## config.mk

```make
export PLATFORM = sky130hd
export DESIGN_NAME = spar_front
export DESIGN_NICKNAME = d
export VERILOG_FILES = /design/src/spar_pkg.sv /design/src/spar_front.sv
export SDC_FILE = /design/constraint.sdc
export NUM_CORES = 1
export LEC_CHECK = 0
export BUFFER_PORTS_ARGS = -buffer_cell sky130_fd_sc_hd__buf_2
export CELL_PAD_IN_SITES_DETAIL_PLACEMENT = 2
export CELL_PAD_IN_SITES_GLOBAL_PLACEMENT = 2
export CORE_AREA = 5 5 153 155
export DETAILED_ROUTE_END_ITERATION = 10
export DIE_AREA = 0 0 158 160
export PLACE_DENSITY = 0.86
export SYNTH_ARGS = -nofsm -noshare
export SYNTH_HDL_FRONTEND = slang
export SYNTH_SLANG_ARGS = --single-unit
```

## constraint.sdc

```tcl
create_clock -name i_clk -period 3.8 [get_ports i_clk]
set_input_delay 0.19 -clock i_clk [delete_from_list [all_inputs] [get_ports i_clk]]
set_output_delay 0.19 -clock i_clk [all_outputs]
set_load 0.01 [all_outputs]
```

## src/spar_pkg.sv

```systemverilog
// spar_pkg: shared types, widths, constants and the CORDIC angle table for the
// strip position block. No dependencies.
`default_nettype none
package spar_pkg;
    localparam int ID_W          = 8;
    localparam int CH_W          = 16;
    localparam int ATAN_ITER_DEF = 16;
    localparam int FRAC          = 24;                  // angle fraction bits
    localparam int CORDIC_W      = 52;                  // CORDIC x/y datapath
    localparam int ANG_W         = 27;                  // signed Q24 angle
    localparam int NUM_W         = ANG_W + FRAC;        // divider dividend
    localparam int DEN_W         = ANG_W - 1;           // divider divisor
    localparam int CFG_W         = 16;
    localparam int OFS_W         = 24;
    localparam int POS_W         = 24;
    localparam int K_BITS        = 41;                  // |k| <= 2^40
    localparam int K_W           = K_BITS + 1;
    localparam int STRIP_SHIFT   = 25;                  // strip term is Q25
    localparam int CENTER_SHIFT  = 17;                  // Q8.8 -> Q25
    localparam int T_W           = 44;
    localparam int P_W           = T_W + CFG_W + 1;
    localparam int ADDR_W        = 5;

    localparam logic signed [ANG_W-1:0] PI4 = 27'sd13176795;
    localparam logic signed [ANG_W-1:0] PI2 = 27'sd26353589;
    localparam logic signed [CORDIC_W-1:0] ONE_Q32 = 52'sd4294967296;
    localparam logic [NUM_W-1:0] K_LIMIT = 51'd1099511627776;

    // register map, word index
    localparam logic [2:0] REG_SHAPE_B  = 3'd0;
    localparam logic [2:0] REG_CENTER   = 3'd1;
    localparam logic [2:0] REG_WIDTH    = 3'd2;
    localparam logic [2:0] REG_OFFSET   = 3'd3;
    localparam logic [2:0] REG_TURNED   = 3'd4;

    localparam logic [CFG_W-1:0] RST_SHAPE_B = 16'd256;

    typedef struct packed {
        logic [1:0]      hit_count;
        logic [ID_W-1:0] lead_strip;
        logic [ID_W-1:0] second_strip;
        logic [ID_W-1:0] third_strip;
        logic [CH_W-1:0] lead_charge;
        logic [CH_W-1:0] second_charge;
        logic [CH_W-1:0] third_charge;
    } t_in;

    typedef struct packed {
        logic                    valid_res;
        logic [ID_W-1:0]         hit_strip;
        logic [CH_W-1:0]         hit_charge;
        logic signed [POS_W-1:0] position_mm;
    } t_out;

    // per-event bookkeeping that rides along the pipe
    typedef struct packed {
        logic            ok;
        logic            dir_pos;
        logic [ID_W-1:0] id0;
        logic [CH_W-1:0] c0;
    } t_meta;

    function automatic logic signed [ANG_W-1:0] step_angle(input int i);
        logic signed [ANG_W-1:0] r;
        unique case (i)
            0:       r = 27'sd13176795;
            1:       r = 27'sd7778716;
            2:       r = 27'sd4110060;
            3:       r = 27'sd2086331;
            4:       r = 27'sd1047214;
            5:       r = 27'sd524117;
            6:       r = 27'sd262123;
            7:       r = 27'sd131069;
            default: r = ANG_W'(1) <<< (FRAC - i);
        endcase
        return r;
    endfunction
endpackage
`default_nettype wire

```

## src/spar_front.sv

```systemverilog
// spar_front: event checks and CORDIC operand setup, one register stage.
// Depends on spar_pkg.
`default_nettype none
module spar_front (
    input  wire                                  i_clk,
    input  wire                                  i_rst_n,
    input  wire                                  i_en,
    input  wire                                  i_valid,
    input  spar_pkg::t_in                        i_data,
    input  wire                                  i_b_nz,
    output logic                                 o_valid,
    output spar_pkg::t_meta                      o_meta,
    output logic                                 o_bypass,
    output logic                                 o_byp_neg,
    output logic signed [spar_pkg::CORDIC_W-1:0] o_x,
    output logic signed [spar_pkg::CORDIC_W-1:0] o_y
);
    localparam int IW = spar_pkg::ID_W;
    localparam int CW = spar_pkg::CH_W;

    logic signed [IW:0]   d;
    logic                 three, near, geo, ok;
    logic [CW-1:0]        c2;
    logic signed [CW:0]   xr, yr, xa, ya;
    spar_pkg::t_meta      meta;

    always_comb begin
        three = (i_data.hit_count == 2'd3);
        d     = $signed({1'b0, i_data.lead_strip}) - $signed({1'b0, i_data.second_strip});
        near  = (d <= 2) && (d >= -2);
        geo   = !three || (({1'b0, i_data.second_strip} + {1'b0, i_data.third_strip})
                           == {i_data.lead_strip, 1'b0});
        c2    = three ? i_data.third_charge : '0;
        xr    = $signed({1'b0, i_data.lead_charge}) - $signed({1'b0, i_data.second_charge});
        yr    = $signed({1'b0, i_data.lead_charge}) - $signed({1'b0, c2});
        ok    = (i_data.hit_count >= 2'd2) && near && geo
                && (i_data.lead_charge != '0) && i_b_nz
                && !((xr == 0) && (yr == 0));
        // keep x positive for the vectoring CORDIC
        xa    = xr[CW] ? -xr : xr;
        ya    = xr[CW] ? -yr : yr;
        meta.ok      = ok;
        meta.dir_pos = i_data.lead_strip < i_data.second_strip;
        meta.id0     = i_data.lead_strip;
        meta.c0      = i_data.lead_charge;
    end

    always_ff @(posedge i_clk) begin
        if (!i_rst_n) begin
            o_valid <= 1'b0;
        end else if (i_en) begin
            o_valid <= i_valid;
        end
    end

    always_ff @(posedge i_clk) begin
        if (i_en) begin
            o_meta    <= meta;
            o_bypass  <= (xr == 0);
            o_byp_neg <= yr[CW];
            o_x       <= spar_pkg::CORDIC_W'(xa) <<< spar_pkg::FRAC;
            o_y       <= spar_pkg::CORDIC_W'(ya) <<< spar_pkg::FRAC;
        end
    end
endmodule
`default_nettype wire

```

==> impl_metrics.toml <==
[pwr]
p_per_area_mw_per_mm2 = 406
power_switching_w = 0.00102
max-vdd-ir-drop_uv = 169
pwr-share-clk = 0.315
power_leakage_nw = 3.42
internal_power_w = 0.00203
p_total_w = 0.00305
seq_power_share = 0.307
combPwrFrac = 0.378
swShare = 0.336

[cells_and_area]
final_util = 0.347
area_growth_pct = 29.1
finalNetCount = 968
layout_commonest_cell = "buf_2"
diodes = 0
final_cell_mix = "buf_2 (163), buf_4 (65), edfxtp_1 (62), inv_1 (53), ha_1 (51)"
finalNonFillerCells = 1117
drive_above_1_share = 0.329

[worst_setup_path]
cp-startpoint = "i_data[32]"
r2r_start = "o_valid$_SDFFE_PN0P_"
crit_fanout = 3
worst-setup-path-type = "input port to flop"
slowest_stage = "fa_1"
worst_ep_required_time_ps = 3990
cp-end-kind = "flop"
cp_data_arrival_time_ps = 3820
cpPeakStageDelay_ps = 420
cp-start-kind = "input port"
path_cells = "buf_2 -> inv_1 -> ha_1 -> inv_1 -> fa_1 -> a211oi_2 -> buf_4 -> o211ai_2 -> a221oi_2 -> o21bai_1 -> a21oi_2 -> xnor2_2 -> nor4_4 -> ha_1 -> nand2_1 -> nand4_1 -> nor3_1 -> and3_1 -> nand4_1 -> a22oi_2"

[die]
ios = 212
start_util = 0.269
num_rows = 54
die_area_mm2 = 0.0253
placeableCoreArea_mm2 = 0.0217
die_h_um = 160
die_w_um = 158

[routing]
avgRoutedWirePerCell_um = 19.7
wl_um = 22000
drc_errors = 0
viasPerCell = 4.84
drtIter0Drc = 163
num_vias = 5404
ant_nets = 0
drtPass1Iterations = 4

[clocking]
clk_latency_ps = 340
path_clk_slew_ps = 60
htreeDepth = 3
numCtsBuffers = 9
clock_sinks = 63
ctsLongestPathBuffers = 2
root_buffer = "clkbuf_16"
cts_tree = "done"
cts_hold_buf = 0

[hold_path]
min_from = "i_rst_n"
min_path_type = "input port to flop"

[sta]
clock_skew_ps = 0
slew_headroom = 0.388
hold_viol_final = 0
setup_viol_count_final = 0
final_max_slew_viol_count = 0
layout_min_cycle_time_ps = 3630
worstMarginPinSlew_ps = 918
fin_crit_sh = 0.955
max_freq_mhz = 276
post-route-worst-setup-slack_ps = 172

[logic_synthesis]
ys_types = 68
ys_async_sr_fraction = 0
synth_edf_count = 62
synth_cells = 632
ys_seq_elements = 63
yosys_most_used_dff = "edfxtp_1"
syn_avg_cell_area_um2 = 9.22
yosys-top-cells-area = "edfxtp_1 (32%), ha_1 (11%), buf_4 (9.0%), xnor2_1 (7.4%), inv_1 (3.4%)"
netlist.area_leader.share = 0.320
synth_area_mm2 = 0.00582
synth_top_area_cell = "edfxtp_1"
yosysSeqAreaShare = 0.323
synth-warning-count = 0

[global_route]
grt_pass1_wl_um = 33000
grt-ovfl-total = 0
grt_pass1_vias = 6127
grt_use_total = 0.166
grt_max_degree = 35
antenna_found_initial = 2

[placement]
place.gp.congestion = 0.820
io_buffers = 163
hpwlAfterDp_um = 17400
dpl_worst_slack_ps = -384
dp_cells = 1099

[job]
maxCapViolCount = 0

[status]
status = "finished, final reports clean"
sequential cells by signal, summed over array words and instances, names as in the netlist:
name,cells
o_byp_neg,1
o_bypass,1
o_meta,26
o_valid,1
o_x,17
o_y,17
synthesized netlist by cell type (all sizes together), types with 4 or more instances:
| cell type | number |
|---|---|
| a211oi | 7 |
| a21o | 11 |
| a21oi | 36 |
| a31oi | 7 |
| and2 | 5 |
| and3 | 5 |
| buf | 78 |
| clkbuf | 8 |
| edfxtp | 62 |
| fa | 4 |
| ha | 53 |
| inv | 54 |
| nand2 | 35 |
| nand2b | 5 |
| nand3 | 10 |
| nand4 | 8 |
| nor2 | 40 |
| nor2b | 7 |
| nor3 | 19 |
| nor4 | 9 |
| o211ai | 4 |
| o21a | 14 |
| o21ai | 29 |
| or3 | 6 |
| xnor2 | 49 |
| xor2 | 17 |
critical path, delay by kind of cell:
family / cells / cell delay [ps]
simple gates: 6 / 840
buf+inv: 4 / 440
xor+xnor: 1 / 170
fa+ha+maj: 3 / 840
compound gates: 6 / 1320
cell families after synthesis:
| group | count (synthesis) | share of synthesized area |
|---|---|---|
| DFF | 63 | 0.323 |
| muxes | 4 | 0.00709 |
| other | 1 | 0.000644 |
| xor gates and xnor gates | 66 | 0.0992 |
| buffers and inverters | 140 | 0.139 |
| and+or+nand+nor | 159 | 0.136 |
| AOI/OAI and AO/OA | 142 | 0.168 |
| adders and majority gates | 57 | 0.128 |
worst paths after layout:
check,to,slack (ps),cells after the start
worst max-delay path,o_meta[25]$_DFFE_PP_,170,20
worst min register to register,o_valid$_SDFFE_PN0P_,530,2
worst max register to register,o_valid$_SDFFE_PN0P_,3200,2
worst min-delay path,o_valid$_SDFFE_PN0P_,70,2
layout make-up:
class | instances | area [um^2]
inverter | 54 | 203
sequential | 63 | 1880
clock buffer | 9 | 225
clock inverter | 7 | 111
tap | 280 | 350
timing repair buffer | 228 | 1300
multi-input combinational | 476 | 3440
fill | 2447 | 14200
metrics by stage:
stage	setup TNS [ps]	hold WS (ps)	area (um^2)
after floorplan	0	289	6020
after global placement	-81.3	403	7050
after detailed placement	-384	420	7050
after CTS	0	56.9	7390
after global routing	-17.3	61.2	7520
final	0	65.9	7520
metal layers:
layer  wire length, um  global-route usage  vias up
met5                25                   0        -
li1                  -                   -     2542
met3              1190              0.0363       28
met2             11300               0.301      160
met1              9030               0.191     2670
met4               383              0.0516        4
timing repair:
| item | CTS | global route |
|---|---|---|
| setup buffers | 1 | 1 |
| setup endpoints to repair | 1 | 1 |
| pin swaps | 2 | 11 |
| cloned | 0 | 0 |
| resized for setup | 1 | 23 |
power by group through the flow:
| stage | combinational (W) | clock [W] | sequential [W] |
|---|---|---|---|
| final | 0.00115 | 0.000961 | 0.000935 |
| after floorplan | 0.000650 | 0 | 0.00100 |
| after CTS | 0.00113 | 0.000983 | 0.000938 |
| after detailed placement | 0.00112 | 0 | 0.000950 |
| after global placement | 0.00106 | 0 | 0.000943 |
| after global routing | 0.00125 | 0.00101 | 0.000946 |
(Power assumes the default switching activity.)
