<file path="src/spar_pkg.sv">
// spar_pkg: shared types, widths, constants and the CORDIC angle table for the
// strip position block. No dependencies.
`default_nettype none
package spar_pkg;
    localparam int ID_W          = 8;
    localparam int CH_W          = 16;
    localparam int ATAN_ITER_DEF = 16;
    localparam int FRAC          = 24;                  // angle fraction bits
    localparam int CORDIC_W      = 52;                  // CORDIC x/y datapath
    localparam int ANG_W         = 27;                  // signed Q24 angle
    localparam int NUM_W         = ANG_W + FRAC;        // divider dividend
    localparam int DEN_W         = ANG_W - 1;           // divider divisor
    localparam int CFG_W         = 16;
    localparam int OFS_W         = 24;
    localparam int POS_W         = 24;
    localparam int K_BITS        = 41;                  // |k| <= 2^40
    localparam int K_W           = K_BITS + 1;
    localparam int STRIP_SHIFT   = 25;                  // strip term is Q25
    localparam int CENTER_SHIFT  = 17;                  // Q8.8 -> Q25
    localparam int T_W           = 44;
    localparam int P_W           = T_W + CFG_W + 1;
    localparam int ADDR_W        = 5;

    localparam logic signed [ANG_W-1:0] PI4 = 27'sd13176795;
    localparam logic signed [ANG_W-1:0] PI2 = 27'sd26353589;
    localparam logic signed [CORDIC_W-1:0] ONE_Q32 = 52'sd4294967296;
    localparam logic [NUM_W-1:0] K_LIMIT = 51'd1099511627776;

    // register map, word index
    localparam logic [2:0] REG_SHAPE_B  = 3'd0;
    localparam logic [2:0] REG_CENTER   = 3'd1;
    localparam logic [2:0] REG_WIDTH    = 3'd2;
    localparam logic [2:0] REG_OFFSET   = 3'd3;
    localparam logic [2:0] REG_TURNED   = 3'd4;

    localparam logic [CFG_W-1:0] RST_SHAPE_B = 16'd256;

    typedef struct packed {
        logic [1:0]      hit_count;
        logic [ID_W-1:0] lead_strip;
        logic [ID_W-1:0] second_strip;
        logic [ID_W-1:0] third_strip;
        logic [CH_W-1:0] lead_charge;
        logic [CH_W-1:0] second_charge;
        logic [CH_W-1:0] third_charge;
    } t_in;

    typedef struct packed {
        logic                    valid_res;
        logic [ID_W-1:0]         hit_strip;
        logic [CH_W-1:0]         hit_charge;
        logic signed [POS_W-1:0] position_mm;
    } t_out;

    // per-event bookkeeping that rides along the pipe
    typedef struct packed {
        logic            ok;
        logic            dir_pos;
        logic [ID_W-1:0] id0;
        logic [CH_W-1:0] c0;
    } t_meta;

    function automatic logic signed [ANG_W-1:0] step_angle(input int i);
        logic signed [ANG_W-1:0] r;
        unique case (i)
            0:       r = 27'sd13176795;
            1:       r = 27'sd7778716;
            2:       r = 27'sd4110060;
            3:       r = 27'sd2086331;
            4:       r = 27'sd1047214;
            5:       r = 27'sd524117;
            6:       r = 27'sd262123;
            7:       r = 27'sd131069;
            default: r = ANG_W'(1) <<< (FRAC - i);
        endcase
        return r;
    endfunction
endpackage
`default_nettype wire

</file>
<file path="src/spar_pos.sv">
// spar_pos: shape factor clamp, strip term, width product, rounding and
// saturation; three register stages, the last is the output register.
// Depends on spar_pkg.
`default_nettype none
module spar_pos (
    input  wire                                    i_clk,
    input  wire                                    i_rst_n,
    input  wire                                    i_en,
    input  wire                                    i_valid,
    input  wire [spar_pkg::NUM_W-1:0]              i_q,
    input  wire                                    i_neg,
    input  spar_pkg::t_meta                        i_meta,
    input  wire [spar_pkg::CFG_W-1:0]              i_center,
    input  wire [spar_pkg::CFG_W-1:0]              i_width,
    input  wire signed [spar_pkg::OFS_W-1:0]       i_offset,
    input  wire                                    i_turned,
    output logic                                   o_valid,
    output spar_pkg::t_out                         o_data
);
    localparam int TW    = spar_pkg::T_W;
    localparam int PW    = spar_pkg::P_W;
    localparam int SW    = PW + 1;
    localparam int QW    = SW - spar_pkg::STRIP_SHIFT;
    localparam int QT_W  = QW + 1;
    localparam int PO_W  = spar_pkg::POS_W;
    localparam logic signed [QT_W-1:0] SAT_HI = QT_W'((64'sd1 <<< (PO_W - 1)) - 1);
    localparam logic signed [QT_W-1:0] SAT_LO = -SAT_HI - QT_W'(1);
    localparam logic signed [SW-1:0]   RND    = SW'(1) <<< (spar_pkg::STRIP_SHIFT - 1);

    // stage 1
    logic [spar_pkg::K_BITS-1:0]   kmag;
    logic signed [spar_pkg::K_W-1:0] k_s;
    logic signed [TW-1:0]          t_n;
    logic                          r1_v;
    logic signed [TW-1:0]          r1_t;
    spar_pkg::t_meta               r1_meta;
    // stage 2
    logic                          r2_v;
    logic signed [PW-1:0]          r2_p;
    spar_pkg::t_meta               r2_meta;
    // stage 3
    logic signed [SW-1:0]          s;
    logic signed [QW-1:0]          qv;
    logic signed [QT_W-1:0]        qt;
    logic signed [PO_W-1:0]        pos;
    spar_pkg::t_out                n_out;

    always_comb begin
        kmag = (i_q > spar_pkg::K_LIMIT) ? spar_pkg::K_LIMIT[spar_pkg::K_BITS-1:0]
                                         : i_q[spar_pkg::K_BITS-1:0];
        // sign of atan quotient, then flipped again unless id0 < id1
        k_s  = (i_neg ^ !i_meta.dir_pos) ? -$signed({1'b0, kmag}) : $signed({1'b0, kmag});
        t_n  = ($signed({{(TW - spar_pkg::ID_W){1'b0}}, i_meta.id0}) <<< spar_pkg::STRIP_SHIFT)
             - ($signed({{(TW - spar_pkg::CFG_W){1'b0}}, i_center}) <<< spar_pkg::CENTER_SHIFT)
             + TW'(k_s);
    end

    always_comb begin
        s   = SW'(r2_p) - (SW'(i_offset) <<< spar_pkg::STRIP_SHIFT) + RND;
        qv  = s[SW-1:spar_pkg::STRIP_SHIFT];
        qt  = i_turned ? -QT_W'(qv) : QT_W'(qv);
        if (qt > SAT_HI) begin
            pos = SAT_HI[PO_W-1:0];
        end else if (qt < SAT_LO) begin
            pos = SAT_LO[PO_W-1:0];
        end else begin
            pos = qt[PO_W-1:0];
        end
        n_out.valid_res   = r2_meta.ok;
        n_out.hit_strip   = r2_meta.ok ? r2_meta.id0 : '0;
        n_out.hit_charge  = r2_meta.ok ? r2_meta.c0 : '0;
        n_out.position_mm = r2_meta.ok ? pos : '0;
    end

    always_ff @(posedge i_clk) begin
        if (!i_rst_n) begin
            r1_v    <= 1'b0;
            r2_v    <= 1'b0;
            o_valid <= 1'b0;
        end else if (i_en) begin
            r1_v    <= i_valid;
            r2_v    <= r1_v;
            o_valid <= r2_v;
        end
    end

    always_ff @(posedge i_clk) begin
        if (i_en) begin
            r1_t    <= t_n;
            r1_meta <= i_meta;
            r2_p    <= r1_t * $signed({1'b0, i_width});
            r2_meta <= r1_meta;
            o_data  <= n_out;
        end
    end
endmodule
`default_nettype wire

</file>
<file path="config.mk">
export PLATFORM = sky130hd
export DESIGN_NAME = spar_pos
export DESIGN_NICKNAME = d
export VERILOG_FILES = /design/src/spar_pkg.sv /design/src/spar_pos.sv
export SDC_FILE = /design/constraint.sdc
export NUM_CORES = 2
export LEC_CHECK = 0
export BUFFER_PORTS_ARGS = -buffer_cell sky130_fd_sc_hd__buf_2
export CELL_PAD_IN_SITES_DETAIL_PLACEMENT = 1
export CELL_PAD_IN_SITES_GLOBAL_PLACEMENT = 1
export CORE_UTILIZATION = 54
export DETAILED_ROUTE_END_ITERATION = 8
export PLACE_DENSITY = 0.95
export REMOVE_ABC_BUFFERS = 1
export SLEW_MARGIN = 0
export SYNTH_ARGS = -nofsm -noshare
export SYNTH_HDL_FRONTEND = slang
export SYNTH_SLANG_ARGS = --single-unit
</file>
<file path="constraint.sdc">
create_clock -name i_clk -period 14.8 [get_ports i_clk]
set_input_delay 1.48 -clock i_clk [delete_from_list [all_inputs] [get_ports i_clk]]
set_output_delay 1.48 -clock i_clk [all_outputs]
set_load 0.01 [all_outputs]
</file>
==> results.py <==
metrics = {
    "status": {
        "outcome": "finished clean",
    },
    "timing": {
        "hold_viol": 0,
        "drv_slew": 0,
        "fin_crit_sh_pct": 74.71,
        "fmax_mhz": 90.44,
        "setup_viol": 0,
        "maxSlewHeadroom_pct": 21.86,
        "setup_tns_ns": 0,
        "tightest_slew_ns": 1.167,
        "fin_crit_ns": 11.06,
        "holdWs_ns": 0.4209,
        "fin_worst_skew_ns": 0.01960,
        "rsz0062_at_grt": "no",
    },
    "finish": {
        "final_cell_mix": "inv_1 (861), fa_1 (644), nand2_1 (587)",
        "finalNetCount": 5156,
        "nFillCells": 7685,
        "final_common_cell": "inv_1",
        "multi_input_area_sq_um": 26970,
        "area_growth_pct": 6.391,
        "seq_area_sq_um": 6096,
        "drive_gt1_share_pct": 6.765,
    },
    "synthesis": {
        "synth_top_family_by_area": "adder cells",
        "synth_xor_area_share_pct": 4.032,
        "yosys_warnings": 0,
        "synth.top_cell.area_share_pct": 34.91,
        "synthTopCellsByArea": "fa_1 (35%), edfxtp_1 (16%), ha_1 (9.1%)",
        "ys_seq_elements": 204,
        "ys_seq_area_share_pct": 16.51,
        "yosys.area_share.simple_pct": 15.70,
        "synth_mux_area_share_pct": 0.1931,
        "synthCells": 4043,
        "yosys.area.top_type": "fa_1",
        "synth_edf_count": 201,
        "syn_area_sq_um": 36930,
        "synth.distinct_cells": 81,
        "avgSynthCellArea_sq_um": 9.133,
        "ys.flop_type": "edfxtp_1",
        "synth-compound-area-share_pct": 9.044,
        "synth_fa_ha_area_share_pct": 44.03,
        "ys_async_sr_fraction_pct": 0,
    },
    "setup_path": {
        "crit_top_cell": "o21ai_0",
        "rrSetupSlack_ns": 4.50,
        "critPathBufInv": 1,
        "worstPathMaxFanout": 26,
        "crit_arrival_ns": 11.41,
        "cpMaxStageDelayCell": "nor2b_2",
        "max_stage_delay_ns": 0.97,
        "worstSetupPathType": "in -> reg",
        "required_ns": 15.15,
        "end_kind": "flop",
        "path_delay_family": "compound AO/OA/AOI/OAI gates",
        "startpoint_type": "input pin",
    },
    "detailed_routing": {
        "wl_per_cell_um": 25.09,
        "via_count": 30550,
        "wirelength_mm": 125.4,
        "first_pass_iters": 6,
        "drc": 0,
        "drt.antenna.violating_nets": 0,
        "vias_per_cell": 6.111,
        "drt_iter0_markers": 2423,
    },
    "global_route": {
        "grt_util_met1_pct": 41.62,
        "grtUsageMet2_pct": 64.12,
        "grt_pass1_vias": 35620,
        "grt_max_degree": 76,
        "grt_busiest_layer": "met2",
        "use_met3_pct": 7.156,
        "antenna_found_initial": 2,
        "overflow": 0,
        "grtUsageTotal_pct": 36.75,
        "grt_first_pass_wirelength_mm": 197.8,
    },
    "clock_network": {
        "path_clk_slew_ns": 0.06,
        "cts_buffers": 26,
        "h-tree-depth": 1,
        "cts.sinks": 204,
        "clk_latency_ns": 0.60,
        "cts_root_buf": "clkbuf_16",
        "postCtsSetupBuffers": 0,
        "clock_path_buffers": 3,
        "ctsResizeCount": 0,
        "cts_tree": "built",
        "holdBufCountCts": 0,
    },
    "die": {
        "die_h_um": 263.5,
        "dieWidth_um": 263.5,
        "die-area_sq_um": 69430,
        "io_pins": 189,
        "row_count": 95,
        "core-area_sq_um": 67400,
        "initial_core_util_pct": 54.79,
    },
    "min_path": {
        "hp-class": "reg -> reg",
    },
    "run": {
        "max_cap_violations": 0,
    },
    "place": {
        "dpl.hpwl_mm": 96.48,
        "routabilityCongestion": 0.8997,
        "portBuffers": 188,
    },
}
-- area by class of cell --
type | count | share of cell area (%)
inverters | 861 | 8.227
multi-input cells | 2813 | 68.66
repair buffers | 198 | 2.608
well taps | 873 | 2.780
flip-flops and latches | 204 | 15.52
clock inverters | 18 | 0.5000
diodes | 2 | 0.01274
clock buffers | 30 | 1.694
-- worst register-to-register path, delay by kind of cell, from the launching register on --
family          cells  cell delay (ns)
simple gates        3             0.88
fa+ha+maj           7             3.59
flops               1             1.02
xor+xnor            1             0.10
compound gates     13             4.25
buf+inv             3             0.21
-- flip-flops by register name, summed over array words and instances, names as in the netlist --
signal and cells:
n_out 1, o_data 49, o_valid 1, r1_meta 25, r1_t 43, r1_v 1, r2_meta 24, r2_p 59
r2_v 1
-- metrics by stage --
| stage | setup slack, ns | cells | util (%) | cell area, sq um |
|---|---|---|---|---|
| 2_1_floorplan | 5.264 | 3878 | - | 36280 |
| 3_3_place_gp | 4.183 | 4949 | 57.00 | 38420 |
| 3_5_place_dp | 3.516 | 4949 | 57.00 | 38420 |
| 4_1_cts | 3.982 | 4997 | 58.28 | 39280 |
| 5_1_grt | 3.044 | 4997 | 58.28 | 39280 |
| 6_report | 3.742 | 4999 | 58.29 | 39290 |
-- path summary, 6_finish.rpt --
| check | startpoint | end | cells after the start |
|---|---|---|---|
| max | i_q[17] | r1_t[40] | 35 |
| min | r1_meta[19] | r2_meta[19] | 0 |
| max reg2reg | r1_t[7] | r2_p[57] | 27 |
| min reg2reg | r1_meta[19] | r2_meta[19] | 0 |
-- synth_stat cells (all sizes together), types with 4 or more instances --
cell type,number
a211oi,18
nand2,587
xnor2,117
a31oi,11
buf,11
a21oi,148
a21boi,7
a41oi,5
nand3,39
and4,5
nor2b,22
o21ai,90
clkbuf,154
o211ai,8
fa,644
o2111ai,4
inv,861
or3,15
nor3,48
ha,269
xor2,53
and3,11
nor4,17
nor2,147
or2,7
a2111oi,4
nor3b,4
nand4,19
a311oi,14
o41ai,9
or4,8
o21a,21
o31ai,17
and2,256
a31o,5
edfxtp,201
a211o,7
o22ai,27
mux2i,6
nand2b,21
o21bai,18
a21o,69
-- logic make-up after synthesis --
group	after synthesis
xor+xnor	170
mux	7
buf+inv	1026
fa+ha+maj	913
simple gates	1216
flops	204
compound gates	507
-- per-layer routing --
layer | part of all wire (%) | vias up
met5 | 0 | -
met4 | 6.9 | 0
met3 | 7.9 | 692
met2 | 50 | 1784
met1 | 35 | 15350
li1 | - | 12720
Power is left out: the tool's default activity adds up to more than one toggle a clock period on the data nets, which glitch-free logic cannot reach.
